==> src/sv/fqmm_pkg.sv <==
// Package: constants, register indexes and float/Q16.16 helpers for the matrix multiply stream.
package fqmm_pkg;

    // Configuration register indexes
    typedef enum logic [1:0] {
        CFG_ROW_COUNT   = 2'd0,
        CFG_INNER_COUNT = 2'd1,
        CFG_COL_COUNT   = 2'd2
    } cfg_index_t;

    localparam int CFG_W    = 13;
    localparam int WORD_W   = 32;
    localparam int POS_W    = 5;
    localparam int OUT_IDX_W = 12;

    // Biased exponent of a single word whose mantissa lands on the Q16.16 grid unshifted
    localparam logic [7:0] Q16_EXP_BASE = 8'd134;
    // Maximum left shift when the word is brought into Q16.16
    localparam logic [7:0] MAX_LSHIFT   = 8'd15;
    // Largest right shift that leaves a nonzero value
    localparam logic [7:0] MAX_RSHIFT   = 8'd23;
    // Output exponent is this plus the leading-one position
    localparam logic [7:0] OUT_EXP_BASE = 8'd111;
    localparam logic [POS_W-1:0] FRAC_TOP_POS = 5'd23;

    typedef logic [WORD_W-1:0] word_t;

    // Normalizer prep stage contents
    typedef struct packed {
        logic             sign;
        logic             zero;
        logic [POS_W-1:0] pos;
        word_t            mag;
    } norm_t;

    // Truncate an IEEE single word to Q16.16, wrapped to 32 bits
    function automatic word_t q16_from_single(input word_t w);
        logic [7:0]  expv;
        logic [7:0]  sh;
        word_t       mant;
        word_t       mag;
        expv = w[30:23];
        mant = {8'h00, 1'b1, w[22:0]};
        mag  = '0;
        if (expv >= Q16_EXP_BASE) begin
            sh  = expv - Q16_EXP_BASE;
            if (sh > MAX_LSHIFT) begin
                sh = MAX_LSHIFT;
            end
            mag = mant << sh[3:0];
        end else begin
            sh = Q16_EXP_BASE - expv;
            if (sh <= MAX_RSHIFT) begin
                mag = mant >> sh[4:0];
            end
        end
        if (w[30:0] == 31'd0) begin
            mag = '0;
        end
        return w[31] ? (word_t'(0) - mag) : mag;
    endfunction

    // Position of the highest set bit (0 when no bit is set)
    function automatic logic [POS_W-1:0] lead_pos(input word_t v);
        logic [POS_W-1:0] p;
        p = '0;
        for (int i = 0; i < WORD_W; i++) begin
            if (v[i]) begin
                p = POS_W'(i);
            end
        end
        return p;
    endfunction

endpackage

==> src/sv/float_q16_matmul_stream.sv <==
// Top level: streaming Q16.16 matrix multiply with IEEE single words in and out.
//
//  channel | ports                                         | direction
//  --------+-----------------------------------------------+----------
//  input   | s_valid s_ready s_a_word s_b_word             | in
//  result  | m_valid m_ready m_c_word m_row m_col          | out
//          | m_last_result                                 |
//  config  | cfg_wr_en cfg_index cfg_data                  | in
//
// One operand pair is taken every cycle while s_ready is high; the only loop is
// the accumulator add, so no bubbles are needed between pairs. A result is
// registered in turn through the q, p, r, n and m stages after the last pair of its dot product is taken.
// Reset (aresetn low at a clock edge) clears counters, accumulator, valid bits
// and sets all three counts to 1. A stalled result stage backs pressure up
// stage by stage; empty stages keep taking items while a result waits.
module float_q16_matmul_stream
    import fqmm_pkg::*;
#(
    parameter int MAX_DIM = 4096
) (
    input  logic                 aclk,
    input  logic                 aresetn,

    input  logic                 cfg_wr_en,
    input  logic [1:0]           cfg_index,
    input  logic [CFG_W-1:0]     cfg_data,

    input  logic                 s_valid,
    output logic                 s_ready,
    input  logic [WORD_W-1:0]    s_a_word,
    input  logic [WORD_W-1:0]    s_b_word,

    output logic                 m_valid,
    input  logic                 m_ready,
    output logic [WORD_W-1:0]    m_c_word,
    output logic [OUT_IDX_W-1:0] m_row,
    output logic [OUT_IDX_W-1:0] m_col,
    output logic                 m_last_result
);

    localparam int IDX_W = (MAX_DIM > 2) ? $clog2(MAX_DIM) : 1;
    localparam int CMP_W = (IDX_W + 1 > CFG_W) ? IDX_W + 1 : CFG_W;
    localparam logic [CMP_W-1:0] MAX_CNT = CMP_W'(MAX_DIM);

    // Configuration registers
    logic [CFG_W-1:0] row_count_reg, inner_count_reg, col_count_reg;

    // Pipeline stages
    logic        x_valid_reg;
    word_t       x_a_reg, x_b_reg;
    logic        q_valid_reg;
    word_t       q_a_reg, q_b_reg;
    logic        p_valid_reg;
    logic        p_neg_reg;
    word_t       p_mag_reg;
    word_t       acc_reg, acc_next;
    logic [IDX_W-1:0] inner_idx_reg, col_idx_reg, row_idx_reg;
    logic        r_valid_reg;
    word_t       r_sum_reg;
    logic [IDX_W-1:0] r_row_reg, r_col_reg;
    logic        r_last_reg;
    logic        n_valid_reg;
    norm_t       n_reg, n_next;
    logic [IDX_W-1:0] n_row_reg, n_col_reg;
    logic        n_last_reg;
    logic        m_valid_reg;
    word_t       m_c_word_reg;
    logic [IDX_W-1:0] m_row_reg, m_col_reg;
    logic        m_last_reg;

    // Handshake chain
    logic m_free, n_ready, r_ready, acc_take, p_ready, q_ready, x_ready;

    // Effective counts and counter decisions
    logic [CMP_W-1:0] eff_rows, eff_inner, eff_cols;
    logic             inner_done, row_end, col_end;

    // Conversion and multiply
    word_t q_a_next, q_b_next;
    word_t a_abs, b_abs, prod_sum;
    logic  prod_neg;

    // Output assembly
    word_t c_next;
    word_t shifted;

    function automatic logic [CMP_W-1:0] eff_count(input logic [CFG_W-1:0] v);
        logic [CMP_W-1:0] e;
        e = CMP_W'(v);
        if (v == '0) begin
            e = CMP_W'(1);
        end else if (e > MAX_CNT) begin
            e = MAX_CNT;
        end
        return e;
    endfunction

    assign eff_rows  = eff_count(row_count_reg);
    assign eff_inner = eff_count(inner_count_reg);
    assign eff_cols  = eff_count(col_count_reg);

    assign inner_done = (CMP_W'(inner_idx_reg) + CMP_W'(1)) >= eff_inner;
    assign row_end    = (CMP_W'(row_idx_reg) + CMP_W'(1)) >= eff_rows;
    assign col_end    = (CMP_W'(col_idx_reg) + CMP_W'(1)) >= eff_cols;

    // Ready chain from the result register back to the input
    assign m_free   = !m_valid_reg || m_ready;
    assign n_ready  = !n_valid_reg || m_free;
    assign r_ready  = !r_valid_reg || n_ready;
    assign acc_take = p_valid_reg && (!inner_done || r_ready);
    assign p_ready  = !p_valid_reg || acc_take;
    assign q_ready  = !q_valid_reg || p_ready;
    assign x_ready  = !x_valid_reg || q_ready;
    assign s_ready  = x_ready;

    // Configuration writes
    always_ff @(posedge aclk) begin
        if (!aresetn) begin
            row_count_reg   <= CFG_W'(1);
            inner_count_reg <= CFG_W'(1);
            col_count_reg   <= CFG_W'(1);
        end else if (cfg_wr_en) begin
            case (cfg_index)
                CFG_ROW_COUNT:   row_count_reg   <= cfg_data;
                CFG_INNER_COUNT: inner_count_reg <= cfg_data;
                CFG_COL_COUNT:   col_count_reg   <= cfg_data;
                default: ;
            endcase
        end
    end

    // Capture the incoming item
    always_ff @(posedge aclk) begin
        if (!aresetn) begin
            x_valid_reg <= 1'b0;
        end else if (x_ready) begin
            x_valid_reg <= s_valid;
        end
    end

    always_ff @(posedge aclk) begin
        if (x_ready && s_valid) begin
            x_a_reg <= s_a_word;
            x_b_reg <= s_b_word;
        end
    end

    // Convert both words to Q16.16
    assign q_a_next = q16_from_single(x_a_reg);
    assign q_b_next = q16_from_single(x_b_reg);

    always_ff @(posedge aclk) begin
        if (!aresetn) begin
            q_valid_reg <= 1'b0;
        end else if (q_ready) begin
            q_valid_reg <= x_valid_reg;
        end
    end

    always_ff @(posedge aclk) begin
        if (q_ready && x_valid_reg) begin
            q_a_reg <= q_a_next;
            q_b_reg <= q_b_next;
        end
    end

    // Sign-magnitude multiply from four 16-bit partial products
    always_comb begin
        logic [31:0] hh, hl, lh, ll;
        a_abs    = q_a_reg[31] ? (word_t'(0) - q_a_reg) : q_a_reg;
        b_abs    = q_b_reg[31] ? (word_t'(0) - q_b_reg) : q_b_reg;
        prod_neg = q_a_reg[31] ^ q_b_reg[31];
        hh       = a_abs[31:16] * b_abs[31:16];
        hl       = a_abs[31:16] * b_abs[15:0];
        lh       = a_abs[15:0]  * b_abs[31:16];
        ll       = a_abs[15:0]  * b_abs[15:0];
        prod_sum = {hh[15:0], 16'h0000} + hl + lh + {16'h0000, ll[31:16]};
    end

    always_ff @(posedge aclk) begin
        if (!aresetn) begin
            p_valid_reg <= 1'b0;
        end else if (p_ready) begin
            p_valid_reg <= q_valid_reg;
        end
    end

    always_ff @(posedge aclk) begin
        if (p_ready && q_valid_reg) begin
            p_mag_reg <= prod_sum;
            p_neg_reg <= prod_neg;
        end
    end

    // Accumulate and advance the i, j, k counters
    assign acc_next = p_neg_reg ? (acc_reg - p_mag_reg) : (acc_reg + p_mag_reg);

    always_ff @(posedge aclk) begin
        if (!aresetn) begin
            acc_reg       <= '0;
            inner_idx_reg <= '0;
            col_idx_reg   <= '0;
            row_idx_reg   <= '0;
        end else if (acc_take) begin
            if (!inner_done) begin
                acc_reg       <= acc_next;
                inner_idx_reg <= inner_idx_reg + IDX_W'(1);
            end else begin
                acc_reg       <= '0;
                inner_idx_reg <= '0;
                if (!col_end) begin
                    col_idx_reg <= col_idx_reg + IDX_W'(1);
                end else begin
                    col_idx_reg <= '0;
                    row_idx_reg <= row_end ? '0 : row_idx_reg + IDX_W'(1);
                end
            end
        end
    end

    // Hold the finished dot product
    always_ff @(posedge aclk) begin
        if (!aresetn) begin
            r_valid_reg <= 1'b0;
        end else if (r_ready) begin
            r_valid_reg <= acc_take && inner_done;
        end
    end

    always_ff @(posedge aclk) begin
        if (r_ready && acc_take && inner_done) begin
            r_sum_reg  <= acc_next;
            r_row_reg  <= row_idx_reg;
            r_col_reg  <= col_idx_reg;
            r_last_reg <= row_end && col_end;
        end
    end

    // Take magnitude and find the leading one
    always_comb begin
        n_next.sign = r_sum_reg[31];
        n_next.zero = (r_sum_reg == '0);
        n_next.mag  = r_sum_reg[31] ? (word_t'(0) - r_sum_reg) : r_sum_reg;
        n_next.pos  = lead_pos(n_next.mag);
    end

    always_ff @(posedge aclk) begin
        if (!aresetn) begin
            n_valid_reg <= 1'b0;
        end else if (n_ready) begin
            n_valid_reg <= r_valid_reg;
        end
    end

    always_ff @(posedge aclk) begin
        if (n_ready && r_valid_reg) begin
            n_reg      <= n_next;
            n_row_reg  <= r_row_reg;
            n_col_reg  <= r_col_reg;
            n_last_reg <= r_last_reg;
        end
    end

    // Shift the leading one to bit 23 and pack the single word
    always_comb begin
        if (n_reg.pos >= FRAC_TOP_POS) begin
            shifted = n_reg.mag >> (n_reg.pos - FRAC_TOP_POS);
        end else begin
            shifted = n_reg.mag << (FRAC_TOP_POS - n_reg.pos);
        end
        if (n_reg.zero) begin
            c_next = '0;
        end else begin
            c_next = {n_reg.sign, OUT_EXP_BASE + 8'(n_reg.pos), shifted[22:0]};
        end
    end

    always_ff @(posedge aclk) begin
        if (!aresetn) begin
            m_valid_reg <= 1'b0;
        end else if (m_free) begin
            m_valid_reg <= n_valid_reg;
        end
    end

    always_ff @(posedge aclk) begin
        if (m_free && n_valid_reg) begin
            m_c_word_reg <= c_next;
            m_row_reg    <= n_row_reg;
            m_col_reg    <= n_col_reg;
            m_last_reg   <= n_last_reg;
        end
    end

    assign m_valid       = m_valid_reg;
    assign m_c_word      = m_c_word_reg;
    assign m_row         = OUT_IDX_W'(m_row_reg);
    assign m_col         = OUT_IDX_W'(m_col_reg);
    assign m_last_result = m_last_reg;

endmodule
==> config.mk <==
export PLATFORM = sky130hd
export DESIGN_NAME = float_q16_matmul_stream
export DESIGN_NICKNAME = d
export VERILOG_FILES = /design/src/sv/fqmm_pkg.sv /design/src/sv/float_q16_matmul_stream.sv
export SDC_FILE = /design/constraint.sdc
export NUM_CORES = 2
export LEC_CHECK = 0
export ABC_CLOCK_PERIOD_IN_PS = 18300
export CORE_ASPECT_RATIO = 0.6
export CORE_UTILIZATION = 30
export CTS_BUF_LIST = sky130_fd_sc_hd__clkbuf_4 sky130_fd_sc_hd__clkbuf_8 sky130_fd_sc_hd__clkbuf_16
export CTS_CLUSTER_DIAMETER = 120
export DETAILED_ROUTE_END_ITERATION = 16
export DONT_BUFFER_PORTS = 1
export SLEW_MARGIN = 10
export SYNTH_ARGS = -nofsm -noshare
export SYNTH_HDL_FRONTEND = slang
export SYNTH_SLANG_ARGS = --single-unit
==> constraint.sdc <==
create_clock -name aclk -period 18.3 [get_ports aclk]
set_input_delay 3.66 -clock aclk [delete_from_list [all_inputs] [get_ports aclk]]
set_output_delay 3.66 -clock aclk [all_outputs]
set_load 0.005 [all_outputs]
# Word-level counts from Yosys, hierarchy flattened
# Cells that the tools add are included.
[op_classes]
bitwise = 1
n_mul = 4
eq_ne = 2
n_shift = 6
order_cmp = 13
n_reduce_logical = 40
n_addsub = 23
muxes = 57
[ops]
columns = ["operator", "count"]
rows = [
  ["$mux W32", 13],
  ["$sub A1 B32 Y32 const A", 5],
  ["$add A32 B32 Y32", 3],
  ["$mul A16 B16 Y32", 3],
  ["$mux W13", 6],
  ["$mux W5", 14],
  ["$shl A24 B4 Y32", 2],
  ["$shr A24 B5 Y32", 2],
  ["$logic_not A31 Y1", 2],
  ["$mux W4", 12],
  ["$add A12 B1 Y13 const B", 3],
  ["$ge A13 B13 Y1", 3],
  ["$gt A13 B13 Y1 const B", 3],
  ["$logic_not A13 Y1", 3],
  ["$add A12 B1 Y12 const B", 3],
  ["$mux W12", 3],
  ["$add A32 B16 Y32", 1],
  ["$logic_not A32 Y1", 1],
  ["$shl A32 B5 Y23", 1],
  ["$shr A32 B5 Y23", 1],
  ["$sub A32 B32 Y32", 1],
  ["$mux W23", 1],
  ["$ge A8 B8 Y1 const B", 2],
  ["$gt A8 B4 Y1 const B", 2],
  ["other kinds (24)", 56],
]
[totals]
out_inout_bits = 59
elab_cells = 184
regBits = 452

# Depth between registers and ports, before layout
[depth]
word_depth = 32
depth_mapped = 59

# Worst setup path after synthesis
# No wires, ideal clock.
[synth_timing]
path_kind = "flip-flop to flip-flop"
from = "reg q_a_reg[0]"
to = "reg p_mag_reg[31], data pin"
arrival_ps = 14874
required_time_ps = 18040
path_slack_ps = 3167
path_stages_with_launch = 57
cell_sequence = "edfxtp_1 clkbuf_1 clkinv_1 clkbuf_1 ha_1 nor3b_1 nand2_1 o31ai_1 xnor2_1 clkbuf_1 nand2_1 fa_1 fa_1 fa_1 inv_1 fa_1 fa_1 inv_1 [... 21 more ...] fa_1 fa_1 inv_1 fa_1 inv_1 fa_1 inv_1 ha_1 a21o_1 a21o_1 a21o_1 o41ai_1 nor2_1 o31a_1 a2111oi_0 o21a_1 o21ai_0 xnor2_1"
[synth_via]
elab_chain_len = 6
word_cells_on_any_way = 9
classes_between = "add/sub: 4; mul: 4; mux: 1"
[synth_rtl]
columns = ["element", "line_no", "source"]
rows = [
  ["start, declared", "float_q16_matmul_stream.sv:52", "word_t q_a_reg, q_b_reg;"],
  ["start signal, assigned", "float_q16_matmul_stream.sv:162", "q_a_reg <= q_a_next;"],
  ["$sub A1 B32 Y32", "float_q16_matmul_stream.sv:170", "a_abs = q_a_reg[31] ? (word_t'(0) - q_a_reg) : q_a_reg;"],
  ["$mux W32 *", "float_q16_matmul_stream.sv:170", ""],
  ["$mul A16 B16 Y32 or $mul A16 B16 Y16 (tied branches)", "float_q16_matmul_stream.sv:174, float_q16_matmul_stream.sv:173", ""],
  ["$add A32 B32 Y32 (2 in series)", "float_q16_matmul_stream.sv:177", "prod_sum = {hh[15:0], 16'h0000} + hl + lh + {16'h0000, ll[31:16]};"],
  ["$add A32 B16 Y32 *", "float_q16_matmul_stream.sv:177", ""],
  ["via prod_sum[31]", "float_q16_matmul_stream.sv:80", "word_t a_abs, b_abs, prod_sum;"],
  ["end signal, assigned", "float_q16_matmul_stream.sv:190", "p_mag_reg <= prod_sum;"],
  ["end, declared", "float_q16_matmul_stream.sv:55", "word_t p_mag_reg;"],
]
# The timed path passes the listed nets; every way through them passes the cells marked *.
# A chain may end at the register's enable or synchronous reset.

# Worst setup path after layout
# Same ends and word-level chain as after synthesis.

==> impl_metrics.ini <==
[route]
first_iter_violations = 5723
viasPerCell = 5.32
finalWirelength_um = 209000
ant_nets = 0
detail_route.first_pass.iterations = 6
drc = 0
drt-wirelength-per-cell_um = 22.5
vias = 49300

[clock_tree]
numCtsBuffers = 40
ctsResizeCount = 0
cts_tree = done
clk_latency_ns = 0.63
ctsHoldBuffers = 0
h-tree-depth = 2
clock_sinks = 452
clk_pin_slew_worst_paths_ns = 0.08
cts_setup_buffers = 0
clockRootBuffer = clkbuf_16
cts_max_path_buffers = 3

[placed_design]
place_congestion = 0.992
portBuffers = 0
hpwlAfterDp_um = 165000

[status]
outcome = complete, no violations

[grt]
grt_max_degree = 65
grt_pass1_wl_um = 314000
grt_usage = 0.204
grt_pass1_vias = 48700
grt-ovfl-total = 0
grt_antenna_before_repair = 2

[floorplanning]
die_x_um = 581
core.rowCount = 127
dieArea_mm2 = 0.203
fp.coreArea_mm2 = 0.200
die_h_um = 349
start_util = 0.302
io_pins = 143

[synth]
synth-seq-area-share = 0.206
synth_edf_count = 339
async_flop_share = 0
yosysUniqueCellTypes = 103
syn-cell-area_mm2 = 0.0603
synth-main-ff-cell = edfxtp_1
netlist_instances = 6710
ys_ff_latch = 452
avgSynthCellArea_um2 = 8.98
ys_warn_count = 0
syn-num-nets = 7969

[sta]
slew_viol_final = 0
setup_viol = 0
period_share = 0.921
worst_clock_skew_ns = 0.0343
hold_viol_final = 0
fmax_ghz = 0.0593
holdWs_ns = 0.418
slew_headroom = 0.120
setup_tns_ns = 0
period_minus_slack_ns = 16.85
rsz0062_at_grt = no
max_slew.worst_pin.slew_ns = 1.32

[critical_path]
crit_path_max_fanout = 17
criticalPathCategory = reg -> reg
end_kind = flop
max_stage_delay_ns = 0.64
arrival_ns = 17.21
crit_path_top_delay_cell = a2111oi_0
start_kind = flop
crit_required_ns = 18.66
cpMostUsedCell = fa_1

[cells_and_area]
syn2layout_area_growth_pct = 8.80
final_common_cell = inv_1
final_cell_mix = inv_1, nand2_1, fa_1
largest_reg_flops = 39
layout.nets = 7852
drive_above_1_share = 0.0692

[flow_run]
cap_violations = 0

[min_path]
hold_path.class = reg -> reg
==> final timing paths <==
path                            slack (ns)    startpoint       endpoint  cells past startpoint
worst max-delay path                  1.45    q_a_reg[0]  p_mag_reg[31]                     56
worst min-delay path                  0.42  n_col_reg[5]       m_col[5]                      0
worst max register to register        1.45    q_a_reg[0]  p_mag_reg[31]                     56
worst min register to register        0.42  n_col_reg[5]       m_col[5]                      0
==> synth_stat cells (all sizes together), types with 60 or more instances <==
| cell type | count | area, µm² |
|---|---|---|
| nand2 | 995 | 3730 |
| fa | 750 | 15000 |
| ha | 425 | 5320 |
| o21ai | 182 | 911 |
| dfxtp | 113 | 2260 |
| clkbuf | 268 | 1010 |
| xor2 | 119 | 1050 |
| nor2 | 580 | 2190 |
| edfxtp | 339 | 10200 |
| a21oi | 262 | 1310 |
| nor3 | 102 | 521 |
| inv | 1005 | 3770 |
| mux4 | 60 | 1350 |
| xnor2 | 270 | 2360 |
| mux2i | 129 | 1290 |
| o31ai | 60 | 455 |
| nand3 | 142 | 716 |
| and2 | 78 | 488 |
==> cells by family after synthesis <==
kind of cell / share of synthesized area
compound gates: 0.103
xor+xnor: 0.0570
fa+ha+maj: 0.337
buf+inv: 0.0834
flops: 0.206
mux: 0.0516
simple gates: 0.161
==> final cells by class <==
class / count / area, µm²
repair buffers: 162 / 1220
inverters: 1006 / 3780
clock inverters: 22 / 345
diodes: 1 / 2.50
well taps: 2644 / 3310
clock buffers: 50 / 1110
multi-input cells: 4931 / 43400
fillers: 20400 / 134000
flip-flops and latches: 452 / 12400
==> per-layer routing <==
layer  global-route usage  part of all wire  wire length [µm]  vias up
li1                     -                 -                 -    21900
met1                0.304              0.46             95700    24600
met2                0.268              0.38             78400     2543
met3               0.0882              0.15             31100      235
met4               0.0337             0.018              3770        4
met5                    0           0.00011                22        -
==> metrics by stage <==
stage                util  std cells  cell area (µm²)  setup WS, ns
floorplan               -       6710            60300          3.17
global placement    0.321       9195            64100          1.72
detailed placement  0.321       9195            64100          1.64
CTS                 0.328       9267            65600          1.59
global route        0.328       9267            65600         0.429
finish              0.328       9268            65600          1.45
==> critical path: cells and delay by family (launching register included) <==
family	cells	cell delay [ns]
AO/OA/AOI/OAI	17	4.94
XOR/XNOR	3	0.62
adder cells (fa/ha/maj)	17	7.94
buffers and inverters	13	1.35
flip-flops	1	0.40
AND/OR/NAND/NOR	6	1.30
Power is left out: the tool's default activity adds up to more than one toggle a clock period on the data nets, which glitch-free logic cannot reach.
